[config.mk]
export PLATFORM = sky130hd
export DESIGN_NAME = mic_loudness_meter
export DESIGN_NICKNAME = d
export VERILOG_FILES = /design/src/hdl/mlm_pkg.sv /design/src/hdl/mlm_serial_mul.sv /design/src/hdl/mlm_serial_div.sv /design/src/hdl/mic_loudness_meter.sv
export SDC_FILE = /design/constraint.sdc
export NUM_CORES = 1
export LEC_CHECK = 0
export ABC_AREA = 1
export ABC_CLOCK_PERIOD_IN_PS = 16600
export BUFFER_PORTS_ARGS = -buffer_cell sky130_fd_sc_hd__buf_2
export CAP_MARGIN = 20
export CORE_UTILIZATION = 55
export DETAILED_ROUTE_END_ITERATION = 8
export GPL_TIMING_DRIVEN = 0
export PLACE_DENSITY = 0.72
export REMOVE_ABC_BUFFERS = 1
export SYNTH_ARGS = -nofsm -noshare
export SYNTH_HDL_FRONTEND = slang
export SYNTH_HIERARCHICAL = 1
export SYNTH_SLANG_ARGS = --single-unit
export TNS_END_PERCENT = 30
[constraint.sdc]
create_clock -name aclk -period 16.6 [get_ports aclk]
set_input_delay 2.49 -clock aclk [delete_from_list [all_inputs] [get_ports aclk]]
set_output_delay 2.49 -clock aclk [all_outputs]
set_load 0.03 [all_outputs]
[src/hdl/mlm_pkg.sv]
`default_nettype none

package mlm_pkg;

    // Field widths.
    localparam int LVL_W  = 12;
    localparam int NUM_W  = 8;
    localparam int DEN_W  = 9;
    localparam int PCT_W  = 7;
    localparam int THR_W  = 7;
    localparam int LED_W  = 3;
    localparam int CFG_IDX_W  = 3;
    localparam int CFG_DATA_W = 12;

    // Smoothing product width: 4095 * 255 + 4095 fits in 20 bits.
    localparam int PROD_W = 20;

    // Percentage mapping constants.
    localparam int PCT_DVD_W  = 18;
    localparam int PCT_DVS_W  = 11;
    localparam logic [LVL_W-1:0]     PCT_LO   = 12'd64;
    localparam logic [LVL_W-1:0]     PCT_HI   = 12'd1800;
    localparam logic [PCT_DVS_W-1:0] PCT_SPAN = 11'd1736;
    localparam int                   PCT_FULL = 100;

    localparam logic [LVL_W-1:0] LVL_MAX = 12'd4095;

    // LED bar codes.
    localparam logic [LED_W-1:0] LED_NONE  = 3'd0;
    localparam logic [LED_W-1:0] LED_ONE   = 3'd1;
    localparam logic [LED_W-1:0] LED_TWO   = 3'd2;
    localparam logic [LED_W-1:0] LED_THREE = 3'd3;
    localparam logic [LED_W-1:0] LED_FOUR  = 3'd4;

    // Register reset values.
    localparam logic [LVL_W-1:0] NOISE_FLOOR_RST = 12'd40;
    localparam logic [LVL_W-1:0] LED1_THR_RST    = 12'd200;
    localparam logic [LVL_W-1:0] LED2_THR_RST    = 12'd500;
    localparam logic [LVL_W-1:0] LED3_THR_RST    = 12'd900;
    localparam logic [LVL_W-1:0] LED4_THR_RST    = 12'd1400;
    localparam logic [NUM_W-1:0] SMOOTH_NUM_RST  = 8'd3;
    localparam logic [DEN_W-1:0] SMOOTH_DEN_RST  = 9'd4;
    localparam logic [THR_W-1:0] UPDATE_THR_RST  = 7'd2;

    // Configuration register indexes.
    typedef enum logic [CFG_IDX_W-1:0] {
        REG_NOISE_FLOOR = 3'd0,
        REG_LED1_THR    = 3'd1,
        REG_LED2_THR    = 3'd2,
        REG_LED3_THR    = 3'd3,
        REG_LED4_THR    = 3'd4,
        REG_SMOOTH_NUM  = 3'd5,
        REG_SMOOTH_DEN  = 3'd6,
        REG_UPDATE_THR  = 3'd7
    } cfg_index_t;

    // Sequencer states.
    typedef enum logic [1:0] {
        ST_IDLE,
        ST_MUL,
        ST_DIV,
        ST_OUT
    } state_t;

endpackage

`default_nettype wire

[src/hdl/mlm_serial_mul.sv]
`default_nettype none

// Shift-and-add multiplier, one multiplier bit per cycle, with an addend
// preloaded into the accumulator.
module mlm_serial_mul (
    input  wire                            aclk,
    input  wire                            aresetn,
    input  wire                            start,
    input  wire [mlm_pkg::LVL_W-1:0]       mcand,
    input  wire [mlm_pkg::NUM_W-1:0]       mplier,
    input  wire [mlm_pkg::LVL_W-1:0]       addend,
    output logic                           busy,
    output logic [mlm_pkg::PROD_W-1:0]     product
);

    localparam int CNT_W = $clog2(mlm_pkg::NUM_W + 1);

    logic                        busy_reg;
    logic [CNT_W-1:0]            cnt_reg;
    logic [mlm_pkg::PROD_W-1:0]  acc_reg;
    logic [mlm_pkg::PROD_W-1:0]  mc_reg;
    logic [mlm_pkg::NUM_W-1:0]   mp_reg;

    // Control: stay busy until every multiplier bit has been used.
    always_ff @(posedge aclk) begin
        if (!aresetn) begin
            busy_reg <= 1'b0;
            cnt_reg  <= '0;
        end else if (start) begin
            busy_reg <= 1'b1;
            cnt_reg  <= CNT_W'(mlm_pkg::NUM_W);
        end else if (busy_reg) begin
            busy_reg <= (cnt_reg != CNT_W'(1));
            cnt_reg  <= cnt_reg - CNT_W'(1);
        end
    end

    // Datapath: add the shifted multiplicand when the low multiplier bit is set.
    always_ff @(posedge aclk) begin
        if (start) begin
            acc_reg <= mlm_pkg::PROD_W'(addend);
            mc_reg  <= mlm_pkg::PROD_W'(mcand);
            mp_reg  <= mplier;
        end else if (busy_reg) begin
            if (mp_reg[0]) begin
                acc_reg <= acc_reg + mc_reg;
            end
            mc_reg <= {mc_reg[mlm_pkg::PROD_W-2:0], 1'b0};
            mp_reg <= {1'b0, mp_reg[mlm_pkg::NUM_W-1:1]};
        end
    end

    assign busy    = busy_reg;
    assign product = acc_reg;

endmodule

`default_nettype wire

[src/hdl/mlm_serial_div.sv]
`default_nettype none

// Restoring divider, one quotient bit per cycle, most significant first.
module mlm_serial_div #(
    parameter int DVD_W = 20,
    parameter int DVS_W = 9
) (
    input  wire               aclk,
    input  wire               aresetn,
    input  wire               start,
    input  wire [DVD_W-1:0]   dividend,
    input  wire [DVS_W-1:0]   divisor,
    output logic              busy,
    output logic [DVD_W-1:0]  quotient
);

    localparam int CNT_W = $clog2(DVD_W + 1);

    logic               busy_reg;
    logic [CNT_W-1:0]   cnt_reg;
    logic [DVS_W-1:0]   rem_reg;
    logic [DVS_W-1:0]   dvs_reg;
    logic [DVD_W-1:0]   quo_reg;
    logic [DVS_W:0]     trial;
    logic               fits;

    // Shift the next dividend bit into the partial remainder and test it.
    assign trial = {rem_reg, quo_reg[DVD_W-1]};
    assign fits  = (trial >= {1'b0, dvs_reg});

    // Control: stay busy until every dividend bit has been shifted through.
    always_ff @(posedge aclk) begin
        if (!aresetn) begin
            busy_reg <= 1'b0;
            cnt_reg  <= '0;
        end else if (start) begin
            busy_reg <= 1'b1;
            cnt_reg  <= CNT_W'(DVD_W);
        end else if (busy_reg) begin
            busy_reg <= (cnt_reg != CNT_W'(1));
            cnt_reg  <= cnt_reg - CNT_W'(1);
        end
    end

    // Datapath: dividend bits leave at the top while quotient bits enter below.
    always_ff @(posedge aclk) begin
        if (start) begin
            rem_reg <= '0;
            dvs_reg <= divisor;
            quo_reg <= dividend;
        end else if (busy_reg) begin
            if (fits) begin
                rem_reg <= DVS_W'(trial - {1'b0, dvs_reg});
            end else begin
                rem_reg <= trial[DVS_W-1:0];
            end
            quo_reg <= {quo_reg[DVD_W-2:0], fits};
        end
    end

    assign busy     = busy_reg;
    assign quotient = quo_reg;

endmodule

`default_nettype wire

[src/hdl/mic_loudness_meter.sv]
`default_nettype none

// Channel   | Handshake                  | Beat contents
// ----------+----------------------------+-------------------------------------------
// input     | s_valid / s_ready          | s_raw_level
// result    | m_valid / m_ready          | m_clean_level .. m_send_update
// config    | cfg_valid / cfg_ready      | cfg_index, cfg_data
//
// An input beat is accepted only in idle; the sequencer then runs the multiply beside
// the percentage divide, then the smoothing divide beside the block-average divide,
// each phase waiting for both of its units, loads the result register and returns
// to idle, where it takes the next beat. A result that waits in the result register
// holds the sequencer. Reset is synchronous and active low; config is always ready.
module mic_loudness_meter #(
    parameter int BLOCK_LEN = 20
) (
    input  wire                             aclk,
    input  wire                             aresetn,

    input  wire                             s_valid,
    output logic                            s_ready,
    input  wire [mlm_pkg::LVL_W-1:0]        s_raw_level,

    output logic                            m_valid,
    input  wire                             m_ready,
    output logic [mlm_pkg::LVL_W-1:0]       m_clean_level,
    output logic [mlm_pkg::LVL_W-1:0]       m_iir_level,
    output logic [mlm_pkg::LVL_W-1:0]       m_peak_level,
    output logic [mlm_pkg::LED_W-1:0]       m_led_count,
    output logic [mlm_pkg::PCT_W-1:0]       m_percentage,
    output logic                            m_block_done,
    output logic [mlm_pkg::PCT_W-1:0]       m_block_pct,
    output logic                            m_send_update,

    input  wire                             cfg_valid,
    output logic                            cfg_ready,
    input  wire [mlm_pkg::CFG_IDX_W-1:0]    cfg_index,
    input  wire [mlm_pkg::CFG_DATA_W-1:0]   cfg_data
);

    localparam int IDX_W     = (BLOCK_LEN > 1) ? $clog2(BLOCK_LEN) : 1;
    localparam int SUM_W     = $clog2(BLOCK_LEN * mlm_pkg::PCT_FULL + 1);
    localparam int AVG_DVS_W = $clog2(BLOCK_LEN + 1);

    // Configuration registers.
    logic [mlm_pkg::LVL_W-1:0] noise_floor_reg;
    logic [mlm_pkg::LVL_W-1:0] led1_thr_reg;
    logic [mlm_pkg::LVL_W-1:0] led2_thr_reg;
    logic [mlm_pkg::LVL_W-1:0] led3_thr_reg;
    logic [mlm_pkg::LVL_W-1:0] led4_thr_reg;
    logic [mlm_pkg::NUM_W-1:0] smooth_num_reg;
    logic [mlm_pkg::DEN_W-1:0] smooth_den_reg;
    logic [mlm_pkg::THR_W-1:0] update_thr_reg;

    // Meter state.
    logic [mlm_pkg::LVL_W-1:0] smooth_reg;
    logic [mlm_pkg::LVL_W-1:0] peak_reg;
    logic [IDX_W-1:0]          sample_idx_reg;
    logic [SUM_W-1:0]          percent_sum_reg;
    logic [mlm_pkg::PCT_W-1:0] last_sent_reg;

    mlm_pkg::state_t state_reg, state_next;

    logic [mlm_pkg::LVL_W-1:0] filt_reg;

    // Result register.
    logic                      m_valid_reg;
    logic [mlm_pkg::LVL_W-1:0] out_filt_reg;
    logic [mlm_pkg::LVL_W-1:0] out_smooth_reg;
    logic [mlm_pkg::LVL_W-1:0] out_peak_reg;
    logic [mlm_pkg::LED_W-1:0] out_led_reg;
    logic [mlm_pkg::PCT_W-1:0] out_pct_reg;
    logic                      out_done_reg;
    logic [mlm_pkg::PCT_W-1:0] out_avg_reg;
    logic                      out_send_reg;

    logic accept, start_mul, start_div, load_out;

    logic                        mul_busy, sdiv_busy, pdiv_busy, adiv_busy;
    logic [mlm_pkg::PROD_W-1:0]  product, smooth_quo;
    logic [mlm_pkg::PCT_DVD_W-1:0] pct_dvd, pct_quo;
    logic [SUM_W-1:0]            avg_quo;

    logic [mlm_pkg::LVL_W-1:0]   filt_now;
    logic [mlm_pkg::LVL_W-1:0]   clamp_now;
    logic [mlm_pkg::PCT_DVS_W-1:0] span_now;
    logic [mlm_pkg::DEN_W-1:0]   den_eff;
    logic [mlm_pkg::LVL_W-1:0]   sm_sat;
    logic [mlm_pkg::LVL_W+1:0]   peak_mix;
    logic [mlm_pkg::LVL_W-1:0]   peak_new;
    logic [mlm_pkg::LED_W-1:0]   led_new;
    logic [mlm_pkg::PCT_W-1:0]   pct_new;
    logic [SUM_W-1:0]            sum_new;
    logic                        block_end;
    logic [mlm_pkg::PCT_W-1:0]   avg_new;
    logic [mlm_pkg::PCT_W-1:0]   avg_diff;
    logic                        send_new;

    assign cfg_ready = 1'b1;

    // Configuration writes.
    always_ff @(posedge aclk) begin
        if (!aresetn) begin
            noise_floor_reg <= mlm_pkg::NOISE_FLOOR_RST;
            led1_thr_reg    <= mlm_pkg::LED1_THR_RST;
            led2_thr_reg    <= mlm_pkg::LED2_THR_RST;
            led3_thr_reg    <= mlm_pkg::LED3_THR_RST;
            led4_thr_reg    <= mlm_pkg::LED4_THR_RST;
            smooth_num_reg  <= mlm_pkg::SMOOTH_NUM_RST;
            smooth_den_reg  <= mlm_pkg::SMOOTH_DEN_RST;
            update_thr_reg  <= mlm_pkg::UPDATE_THR_RST;
        end else if (cfg_valid && cfg_ready) begin
            case (mlm_pkg::cfg_index_t'(cfg_index))
                mlm_pkg::REG_NOISE_FLOOR: noise_floor_reg <= cfg_data;
                mlm_pkg::REG_LED1_THR:    led1_thr_reg    <= cfg_data;
                mlm_pkg::REG_LED2_THR:    led2_thr_reg    <= cfg_data;
                mlm_pkg::REG_LED3_THR:    led3_thr_reg    <= cfg_data;
                mlm_pkg::REG_LED4_THR:    led4_thr_reg    <= cfg_data;
                mlm_pkg::REG_SMOOTH_NUM:  smooth_num_reg  <= cfg_data[mlm_pkg::NUM_W-1:0];
                mlm_pkg::REG_SMOOTH_DEN:  smooth_den_reg  <= cfg_data[mlm_pkg::DEN_W-1:0];
                mlm_pkg::REG_UPDATE_THR:  update_thr_reg  <= cfg_data[mlm_pkg::THR_W-1:0];
                default: ;
            endcase
        end
    end

    // Noise floor subtraction, clamped at zero.
    assign filt_now = (s_raw_level > noise_floor_reg) ? s_raw_level - noise_floor_reg
                                                      : '0;

    // Percentage dividend: (clamp(filtered, 64, 1800) - 64) * 100 by shifts.
    always_comb begin
        if (filt_now > mlm_pkg::PCT_HI) begin
            clamp_now = mlm_pkg::PCT_HI;
        end else if (filt_now < mlm_pkg::PCT_LO) begin
            clamp_now = mlm_pkg::PCT_LO;
        end else begin
            clamp_now = filt_now;
        end
        span_now = mlm_pkg::PCT_DVS_W'(clamp_now - mlm_pkg::PCT_LO);
        pct_dvd  = (mlm_pkg::PCT_DVD_W'(span_now) << 6)
                 + (mlm_pkg::PCT_DVD_W'(span_now) << 5)
                 + (mlm_pkg::PCT_DVD_W'(span_now) << 2);
    end

    // A zero denominator divides by one.
    assign den_eff = (smooth_den_reg == '0) ? mlm_pkg::DEN_W'(1) : smooth_den_reg;

    mlm_serial_mul u_mul (
        .aclk    (aclk),
        .aresetn (aresetn),
        .start   (start_mul),
        .mcand   (smooth_reg),
        .mplier  (smooth_num_reg),
        .addend  (filt_now),
        .busy    (mul_busy),
        .product (product)
    );

    mlm_serial_div #(
        .DVD_W (mlm_pkg::PCT_DVD_W),
        .DVS_W (mlm_pkg::PCT_DVS_W)
    ) u_pct_div (
        .aclk     (aclk),
        .aresetn  (aresetn),
        .start    (start_mul),
        .dividend (pct_dvd),
        .divisor  (mlm_pkg::PCT_SPAN),
        .busy     (pdiv_busy),
        .quotient (pct_quo)
    );

    mlm_serial_div #(
        .DVD_W (mlm_pkg::PROD_W),
        .DVS_W (mlm_pkg::DEN_W)
    ) u_smooth_div (
        .aclk     (aclk),
        .aresetn  (aresetn),
        .start    (start_div),
        .dividend (product),
        .divisor  (den_eff),
        .busy     (sdiv_busy),
        .quotient (smooth_quo)
    );

    // Running block sum including this beat's percentage.
    assign pct_new = pct_quo[mlm_pkg::PCT_W-1:0];
    assign sum_new = percent_sum_reg + SUM_W'(pct_new);

    mlm_serial_div #(
        .DVD_W (SUM_W),
        .DVS_W (AVG_DVS_W)
    ) u_avg_div (
        .aclk     (aclk),
        .aresetn  (aresetn),
        .start    (start_div),
        .dividend (sum_new),
        .divisor  (AVG_DVS_W'(BLOCK_LEN)),
        .busy     (adiv_busy),
        .quotient (avg_quo)
    );

    // Smoothed level saturates at full scale.
    assign sm_sat = (|smooth_quo[mlm_pkg::PROD_W-1:mlm_pkg::LVL_W]) ? mlm_pkg::LVL_MAX
                                                                    : smooth_quo[mlm_pkg::LVL_W-1:0];

    // Peak follower: fast attack, otherwise (3 * peak + filtered) / 4.
    assign peak_mix = (mlm_pkg::LVL_W+2)'(peak_reg)
                    + ((mlm_pkg::LVL_W+2)'(peak_reg) << 1)
                    + (mlm_pkg::LVL_W+2)'(filt_reg);
    assign peak_new = (filt_reg > peak_reg) ? filt_reg : peak_mix[mlm_pkg::LVL_W+1:2];

    // LED bar: the highest threshold met wins.
    always_comb begin
        if (sm_sat >= led4_thr_reg) begin
            led_new = mlm_pkg::LED_FOUR;
        end else if (sm_sat >= led3_thr_reg) begin
            led_new = mlm_pkg::LED_THREE;
        end else if (sm_sat >= led2_thr_reg) begin
            led_new = mlm_pkg::LED_TWO;
        end else if (sm_sat >= led1_thr_reg) begin
            led_new = mlm_pkg::LED_ONE;
        end else begin
            led_new = mlm_pkg::LED_NONE;
        end
    end

    // Block end, average and update decision.
    assign block_end = (sample_idx_reg == IDX_W'(BLOCK_LEN - 1));
    assign avg_new   = block_end ? avg_quo[mlm_pkg::PCT_W-1:0] : '0;
    assign avg_diff  = (avg_new > last_sent_reg) ? avg_new - last_sent_reg
                                                 : last_sent_reg - avg_new;
    assign send_new  = block_end && (avg_diff > update_thr_reg);

    // Sequencer next state and strobes.
    always_comb begin
        state_next = state_reg;
        accept     = 1'b0;
        start_mul  = 1'b0;
        start_div  = 1'b0;
        load_out   = 1'b0;
        s_ready    = 1'b0;
        case (state_reg)
            mlm_pkg::ST_IDLE: begin
                s_ready = 1'b1;
                if (s_valid) begin
                    accept     = 1'b1;
                    start_mul  = 1'b1;
                    state_next = mlm_pkg::ST_MUL;
                end
            end
            mlm_pkg::ST_MUL: begin
                if (!mul_busy && !pdiv_busy) begin
                    start_div  = 1'b1;
                    state_next = mlm_pkg::ST_DIV;
                end
            end
            mlm_pkg::ST_DIV: begin
                if (!sdiv_busy && !adiv_busy) begin
                    state_next = mlm_pkg::ST_OUT;
                end
            end
            mlm_pkg::ST_OUT: begin
                if (!m_valid_reg || m_ready) begin
                    load_out   = 1'b1;
                    state_next = mlm_pkg::ST_IDLE;
                end
            end
            default: state_next = mlm_pkg::ST_IDLE;
        endcase
    end

    always_ff @(posedge aclk) begin
        if (!aresetn) begin
            state_reg <= mlm_pkg::ST_IDLE;
        end else begin
            state_reg <= state_next;
        end
    end

    // Filtered level of the beat in flight.
    always_ff @(posedge aclk) begin
        if (accept) begin
            filt_reg <= filt_now;
        end
    end

    // Meter state commits when the result is loaded.
    always_ff @(posedge aclk) begin
        if (!aresetn) begin
            smooth_reg      <= '0;
            peak_reg        <= '0;
            sample_idx_reg  <= '0;
            percent_sum_reg <= '0;
            last_sent_reg   <= '0;
        end else if (load_out) begin
            smooth_reg <= sm_sat;
            peak_reg   <= peak_new;
            if (block_end) begin
                sample_idx_reg  <= '0;
                percent_sum_reg <= '0;
            end else begin
                sample_idx_reg  <= sample_idx_reg + IDX_W'(1);
                percent_sum_reg <= sum_new;
            end
            if (send_new) begin
                last_sent_reg <= avg_new;
            end
        end
    end

    // Result valid flag.
    always_ff @(posedge aclk) begin
        if (!aresetn) begin
            m_valid_reg <= 1'b0;
        end else if (load_out) begin
            m_valid_reg <= 1'b1;
        end else if (m_ready) begin
            m_valid_reg <= 1'b0;
        end
    end

    // Result payload.
    always_ff @(posedge aclk) begin
        if (load_out) begin
            out_filt_reg   <= filt_reg;
            out_smooth_reg <= sm_sat;
            out_peak_reg   <= peak_new;
            out_led_reg    <= led_new;
            out_pct_reg    <= pct_new;
            out_done_reg   <= block_end;
            out_avg_reg    <= avg_new;
            out_send_reg   <= send_new;
        end
    end

    assign m_valid       = m_valid_reg;
    assign m_clean_level = out_filt_reg;
    assign m_iir_level   = out_smooth_reg;
    assign m_peak_level  = out_peak_reg;
    assign m_led_count   = out_led_reg;
    assign m_percentage  = out_pct_reg;
    assign m_block_done  = out_done_reg;
    assign m_block_pct   = out_avg_reg;
    assign m_send_update = out_send_reg;

endmodule

`default_nettype wire

Word-level counts from Yosys, hierarchy flattened
Index checks and enable logic that the tools add are counted.
Storage, ports and cells
  input port bits: 32
  bits in registers: 354
  word-level logic and storage cells: 190
  output and inout bits: 58
Operators by class
  reductions and logical operators: 33
  add/subtract/negate cells: 18
  eq/ne operators: 19
  bitwise gates (word level): 1
  muxes and demuxes: 58
  magnitude comparators: 13
Operator list (count)
  two-way mux 12 bit: 8
  two-way mux 11 bit: 6
  greater-or-equal comparator 12 bit: 4
  two-way mux 20 bit: 2
  two-way mux 18 bit: 2
  two-way mux 5 bit: 6
  > comparator 12 bit: 2
  AND reduction 2 bit: 11
  adder 20 bit: 1
  adder 17 x 16 -> 18 bit: 1
  adder 18 x 13 -> 18 bit: 1
  two-way mux 1 bit: 18
  two-way mux 4 bit: 4
  two-way mux 8 bit: 2
  adder 12 x 13 -> 14 bit: 1
  adder 14 x 12 -> 14 bit: 1
  > comparator 7 bit: 2
  two-way mux 7 bit: 2
  subtractor 7 bit: 2
  == test 3 bit (second input constant): 4
  greater-or-equal comparator 12 x 11 -> 1 bit (second input constant): 1
  > comparator 12 x 11 -> 1 bit (second input constant): 1
  < comparator 12 x 7 -> 1 bit (second input constant): 1
  two-way mux 2 bit: 6
  other kinds (32): 53

Logic depth before layout (Yosys ltp)
  depth in word-level cells: 9
  mapped depth: 37
  gate-level depth less buffers: 37

Modules after synthesis
The synthesis kept the hierarchy.
Modules (own cells, without submodules)
  mic_loudness_meter: seq. area each 4694.5 um2, area an instance 12017.8 um2, cells each 1484, times used 1
  mlm_serial_mul: seq. area each 1381.3 um2, area an instance 3354.5 um2, cells each 464, times used 1
  mlm_serial_div (u_pct_div): seq. area each 1211.2 um2, area an instance 2706.3 um2, cells each 339, times used 1
  mlm_serial_div (u_smooth_div): seq. area each 1171.1 um2, area an instance 2352.3 um2, cells each 285, times used 1
  mlm_serial_div (u_avg_div): seq. area each 680.7 um2, area an instance 1352.5 um2, cells each 152, times used 1

Least setup slack after synthesis
Ideal clock, no wire load.
  path kind: input port to flip-flop
  start: input port s_raw_level[0] (netlist bit)
  end: register u_pct_div.quo_reg[16], in the netlist u_pct_div/quotient[16], data pin
  setup time: 0.253 ns
  data arrival time: 6.741 ns
  stages on the path: 35
  setup slack: 9.606 ns
  path buffers: 1
  required time: 16.347 ns
  cell sequence: inv_1 > ha_1 > fa_1 > inv_1 > nand3_1 > nand3_1 > nand2_1 > nand3_2 > nand2_2 > buf_6 > nor2_4 > nand2_1 > nor2_2 > nand3_2 > nand2_4 > nand2_1 > nor2_1 > inv_1 > fa_1 > inv_1 > fa_1 > nand3_1 > a21oi_1 > o21ai_0 > nand2_1 > nand2_1 > nand2_1 > a21oi_1 > inv_1 > nand2_1 > a21oi_1 > nor2_1 > xnor2_1 > nand2_1 > nand2_1
On the way
  cells in the longest elaborated chain, start to end: 9
  elaborated cells on any way between the ends: 11
  those cells by class: add/sub (4); order compare (3); mux (4)
RTL lines
  from (decl): RTL line mic_loudness_meter.sv:22  | input wire [mlm_pkg::LVL_W-1:0] s_raw_level,
  subtractor 12 bit or > comparator 12 bit (tied branches): RTL line mic_loudness_meter.sv:128  | assign filt_now = (s_raw_level > noise_floor_reg) ? s_raw_level - noise_floor_reg
  two-way mux 12 bit *: RTL line mic_loudness_meter.sv:128
  named net filt_now (one bit): RTL line mic_loudness_meter.sv:84  | logic [mlm_pkg::LVL_W-1:0] filt_now;
  < comparator 12 x 7 -> 1 bit: RTL line mic_loudness_meter.sv:135  | end else if (filt_now < mlm_pkg::PCT_LO) begin
  two-way mux 11 bit: RTL line mic_loudness_meter.sv:135
  two-way mux 11 bit *: RTL line mic_loudness_meter.sv:133  | if (filt_now > mlm_pkg::PCT_HI) begin
  subtractor 11 x 7 -> 11 bit *: RTL line mic_loudness_meter.sv:140  | span_now = mlm_pkg::PCT_DVS_W'(clamp_now - mlm_pkg::PCT_LO);
  adder 17 x 16 -> 18 bit: RTL line mic_loudness_meter.sv:142  | + (mlm_pkg::PCT_DVD_W'(span_now) << 5)
  adder 18 x 13 -> 18 bit *: RTL line mic_loudness_meter.sv:143  | + (mlm_pkg::PCT_DVD_W'(span_now) << 2);
  named net pct_dvd (one bit): RTL line mic_loudness_meter.sv:81  | logic [mlm_pkg::PCT_DVD_W-1:0] pct_dvd, pct_quo;
  two-way mux 18 bit *: RTL line mlm_serial_div.sv:47  | if (start) begin
  to (signal assigned): RTL line mlm_serial_div.sv:50  | quo_reg <= dividend;
  to (signal assigned): RTL line mlm_serial_div.sv:57  | quo_reg <= {quo_reg[DVD_W-2:0], fits};
  to (decl): RTL line mlm_serial_div.sv:23  | logic [DVD_W-1:0] quo_reg;
Mark *: on every way through the listed nets, which the timed path passes. The rest lies on a longest branch.
A chain may end at the register's enable or synchronous reset.

Final worst setup path
Ends and elaborated chain as after synthesis.

==> parameters.txt <==
Parameter                              Value

Status
  Status    completed

STA
  Worst hold-check slack    0.454 ns
  Headroom to the max-slew limit    29.1%
  Achievable Freq    between 0.1 and 0.15 GHz
  Transition at the pin with the smallest max-transition slack    ~1.1 ns
  Fin crit share    between 40% and 50%
  Endpoints failing setup    0
  Max Transition Viols Final    0
  Shortest clock period the worst path allows after layout    7.35 ns
  Final setup TNS    0 ns
  Unrepaired setup endpoints after global routing    no
  Final count of hold timing violations    0
  Clock skew after layout    0.0200 ns

Route
  Sum of routed wire length over all layers    50,700 um
  Total via count in the routed design    17,900
  Antenna-violating nets left    0
  WL met3    2630 um
  First-pass iteration count of the detailed router    5
  Length of routed met2 wiring    24,100 um
  Number of DRC violations after detailed routing    0
  Number of design-rule violations left by the first detailed-router iteration    1,218
  Average via count per standard cell    5.32
  Routed metal-1 wirelength    ~22,000 um
  Mean routed wirelength per cell    15.1 um
  Highest metal used    met4

Setup path
  Reg-to-reg startpoint    noise_floor_reg[0]$_SDFFE_PN0P_
  First element of the critical path    s_raw_level[0]
  WP data required    16.91 ns
  Library cell contributing the largest single delay on the critical path    fa_1
  CP dominant cell by count    nand2_1
  Highest cell delay on the worst timing path    0.51 ns
  Highest net fanout along the worst path    11
  Worst R2R End    u_pct_div/quotient[16]$_DFFE_PP_
  Capture point of the critical path    u_pct_div/quotient[16]$_DFFE_PP_
  CP Launch Type    input port
  Count of cells along the worst register-to-register path    30
  Sort of element at the end of the critical path    register
  Minimum setup slack among reg-to-reg paths    10.99 ns
  Arrival time at the worst endpoint    7.66 ns
  Worst setup path class    input port to register

Floorplan
  Number of top-level design ports    90
  Chip height    201 um
  Initial standard-cell utilization of the core    between 50% and 60%
  Full die area    between 0.04 and 0.05 mm^2
  Core outline area    0.0388 mm^2
  Width of the die    between 200 and 250 um
  Std cell rows    72

Clock tree
  Hold buffer count at CTS    0
  Post-CTS resize count    0
  Clk pin slew, worst setup/hold paths    0.06 ns
  Total CTS buffers    42
  Buffer count from post-CTS setup fixing    0
  Clock Sink Count    370
  Insertion delay to the later sink of the worst-skew pair    0.56 ns
  Clock H-tree levels    2
  Cell at the root of the clock tree    clkbuf_16
  Maximum root-to-sink buffer count    3
  CTS tree    built

Cells and area
  Number of fill cells    roughly 3,400
  Post-layout utilization of the core    just over 60%
  Count of nets after finishing    3,053
  Final Non-Filler Cells    around 3,400
  Antenna diode count    0
  Fraction of final layout cells with drive strength greater than 1    9.99%
  Flip-flop and latch area    0.00914 mm^2
  Layout area overhead    11.0%
  Area of the multi-input gates    0.0108 mm^2

Global routing
  Via count of the first global-routing pass    17,300
  Overflow after GRT    0
  Global-route usage over all layers    25.2%
  Largest net degree at the start of global routing    roughly 80
  Global-route wire length before repair    83,400 um
  Initial antenna violation count    0

Min path
  Class of the worst hold path    register to register

Logic synthesis
  Share of synthesized registers carrying an async set or reset    0%
  Post-synthesis sequential element count    370
  Number of different library cells in the post-synthesis netlist    62
  Avg Cell Area, Syn    8.00 um^2
  Top flip-flop cell by instance count after synthesis    dfxtp_1
  Sequential-to-total area share from yosys stat    between 40% and 50%
  Gate Count Post-Synth    ~2,700
  Number of warnings printed during yosys synthesis    6
  Number of enable flip-flop cells after synthesis    173
  Synth Cell Area    0.0218 mm^2

Placed design
  Port Buffer Count    88
  Placed cell count    3,284
  Last weighted congestion value of the routability-driven placer    between 0.8 and 0.9
  HPWL reported at the end of detailed placement    ~36,000 um

Power
  Total power per unit cell area    165 mW/mm^2
  P_leak    11.6 nW
  Overall power consumption    around 4 mW
  Peak VDD IR    just over 80 uV

Job
  Max cap viols    0
==> routing by layer <==
| layer | track usage, % | vias up |
|---|---|---|
| met5 | 0 | - |
| met4 | 9.90 | 0 |
| met3 | 3.54 | 98 |
| met2 | 43.2 | 448 |
| met1 | 32.1 | 8330 |
| li1 | - | 9003 |
==> worst max-delay path: cells and delay by family <==
| family | cells | cell delay [ns] |
|---|---|---|
| xor+xnor | 1 | 0.07 |
| buf+inv | 4 | 0.29 |
| simple gates | 18 | 2.48 |
| fa+ha+maj | 5 | 1.83 |
| compound gates | 4 | 0.50 |
==> report_power, final <==
group | leakage [nW] | internal (mW) | total, mW | switching [mW]
logic | 7.69 | 0.570 | 1.64 | 1.07
registers | 3.21 | 1.28 | 1.42 | 0.147
clock network | 0.674 | 0.551 | 0.933 | 0.381
==> area by class of cell <==
cell class	instances	share of cell area, %
multi-input combinational	1868	44.5
clock inverter	20	0.745
inverter	430	6.69
timing repair buffer	99	2.70
tap	518	2.68
sequential	370	37.8
clock buffer	57	4.93
==> synthesized netlist by cell type, types with 27 or more instances <==
library cell / number / area [um^2]
a21oi_1: 163 / 816
clkbuf_1: 55 / 206
dfxtp_1: 197 / 3940
edfxtp_1: 173 / 5190
fa_1: 27 / 541
ha_1: 183 / 2290
inv_1: 414 / 1550
nand2_1: 692 / 2600
nand2_2: 31 / 194
nand3_1: 126 / 631
nand4_1: 35 / 219
nor2_1: 205 / 769
o21ai_0: 151 / 756
==> cells in the final DEF (no fill, tap or decap), types with 13 or more instances in the layout <==
cell type / instances
a21oi_1: 163
a31oi_1: 13
buf_2: 87
clkbuf_16: 45
conb_1: 19
dfxtp_1: 197
edfxtp_1: 173
fa_1: 27
ha_1: 183
inv_1: 412
inv_2: 13
nand2_1: 691
nand2_2: 32
nand3_1: 126
nand3_2: 19
nand4_1: 35
nor2_1: 205
nor2_2: 15
o211ai_1: 25
o21ai_0: 151
or2_2: 19
xnor2_1: 21
xor2_1: 21
==> worst min-delay path by stage <==
stage	start	to	slack, ns	depth (start not counted)
final	u_avg_div/rem_reg[4]$_SDFFE_PP0P_	u_avg_div/rem_reg[4]$_SDFFE_PP0P_	0.45	2
after global routing	u_avg_div/rem_reg[4]$_SDFFE_PP0P_	u_avg_div/rem_reg[4]$_SDFFE_PP0P_	0.47	2
after CTS	smooth_den_reg[8]$_SDFFE_PN0P_	u_smooth_div/dvs_reg[8]$_DFFE_PP_	0.46	0
after detailed placement	smooth_den_reg[8]$_SDFFE_PN0P_	u_smooth_div/dvs_reg[8]$_DFFE_PP_	0.44	0
after global placement	smooth_den_reg[5]$_SDFFE_PN0P_	u_smooth_div/dvs_reg[5]$_DFFE_PP_	0.44	0
after floorplan	smooth_den_reg[8]$_SDFFE_PN0P_	u_smooth_div/dvs_reg[8]$_DFFE_PP_	0.42	0
==> stage by stage <==
stage               setup WS (ns)  area, um^2
finish                       9.25       24200
global route                 8.90       24200
CTS                          9.26       24200
detailed placement           8.73       22800
global placement             6.93       22600
floorplan                    9.50       21500
==> kinds of logic (layout without fill, tap and decap cells) <==
logic type / after synthesis / count (layout) / share of synthesized area, %
AND/OR/NAND/NOR: 1189 / 1189 / 23.9
adder cells (fa/ha/maj): 210 / 210 / 13.0
buffers and inverters: 503 / 606 / 9.01
flip-flops: 370 / 370 / 42.0
AO/OA/AOI/OAI: 408 / 408 / 10.4
other: 2 / 19 / 0.0345
XOR/XNOR: 42 / 42 / 1.69
(Power assumes the default switching activity.)
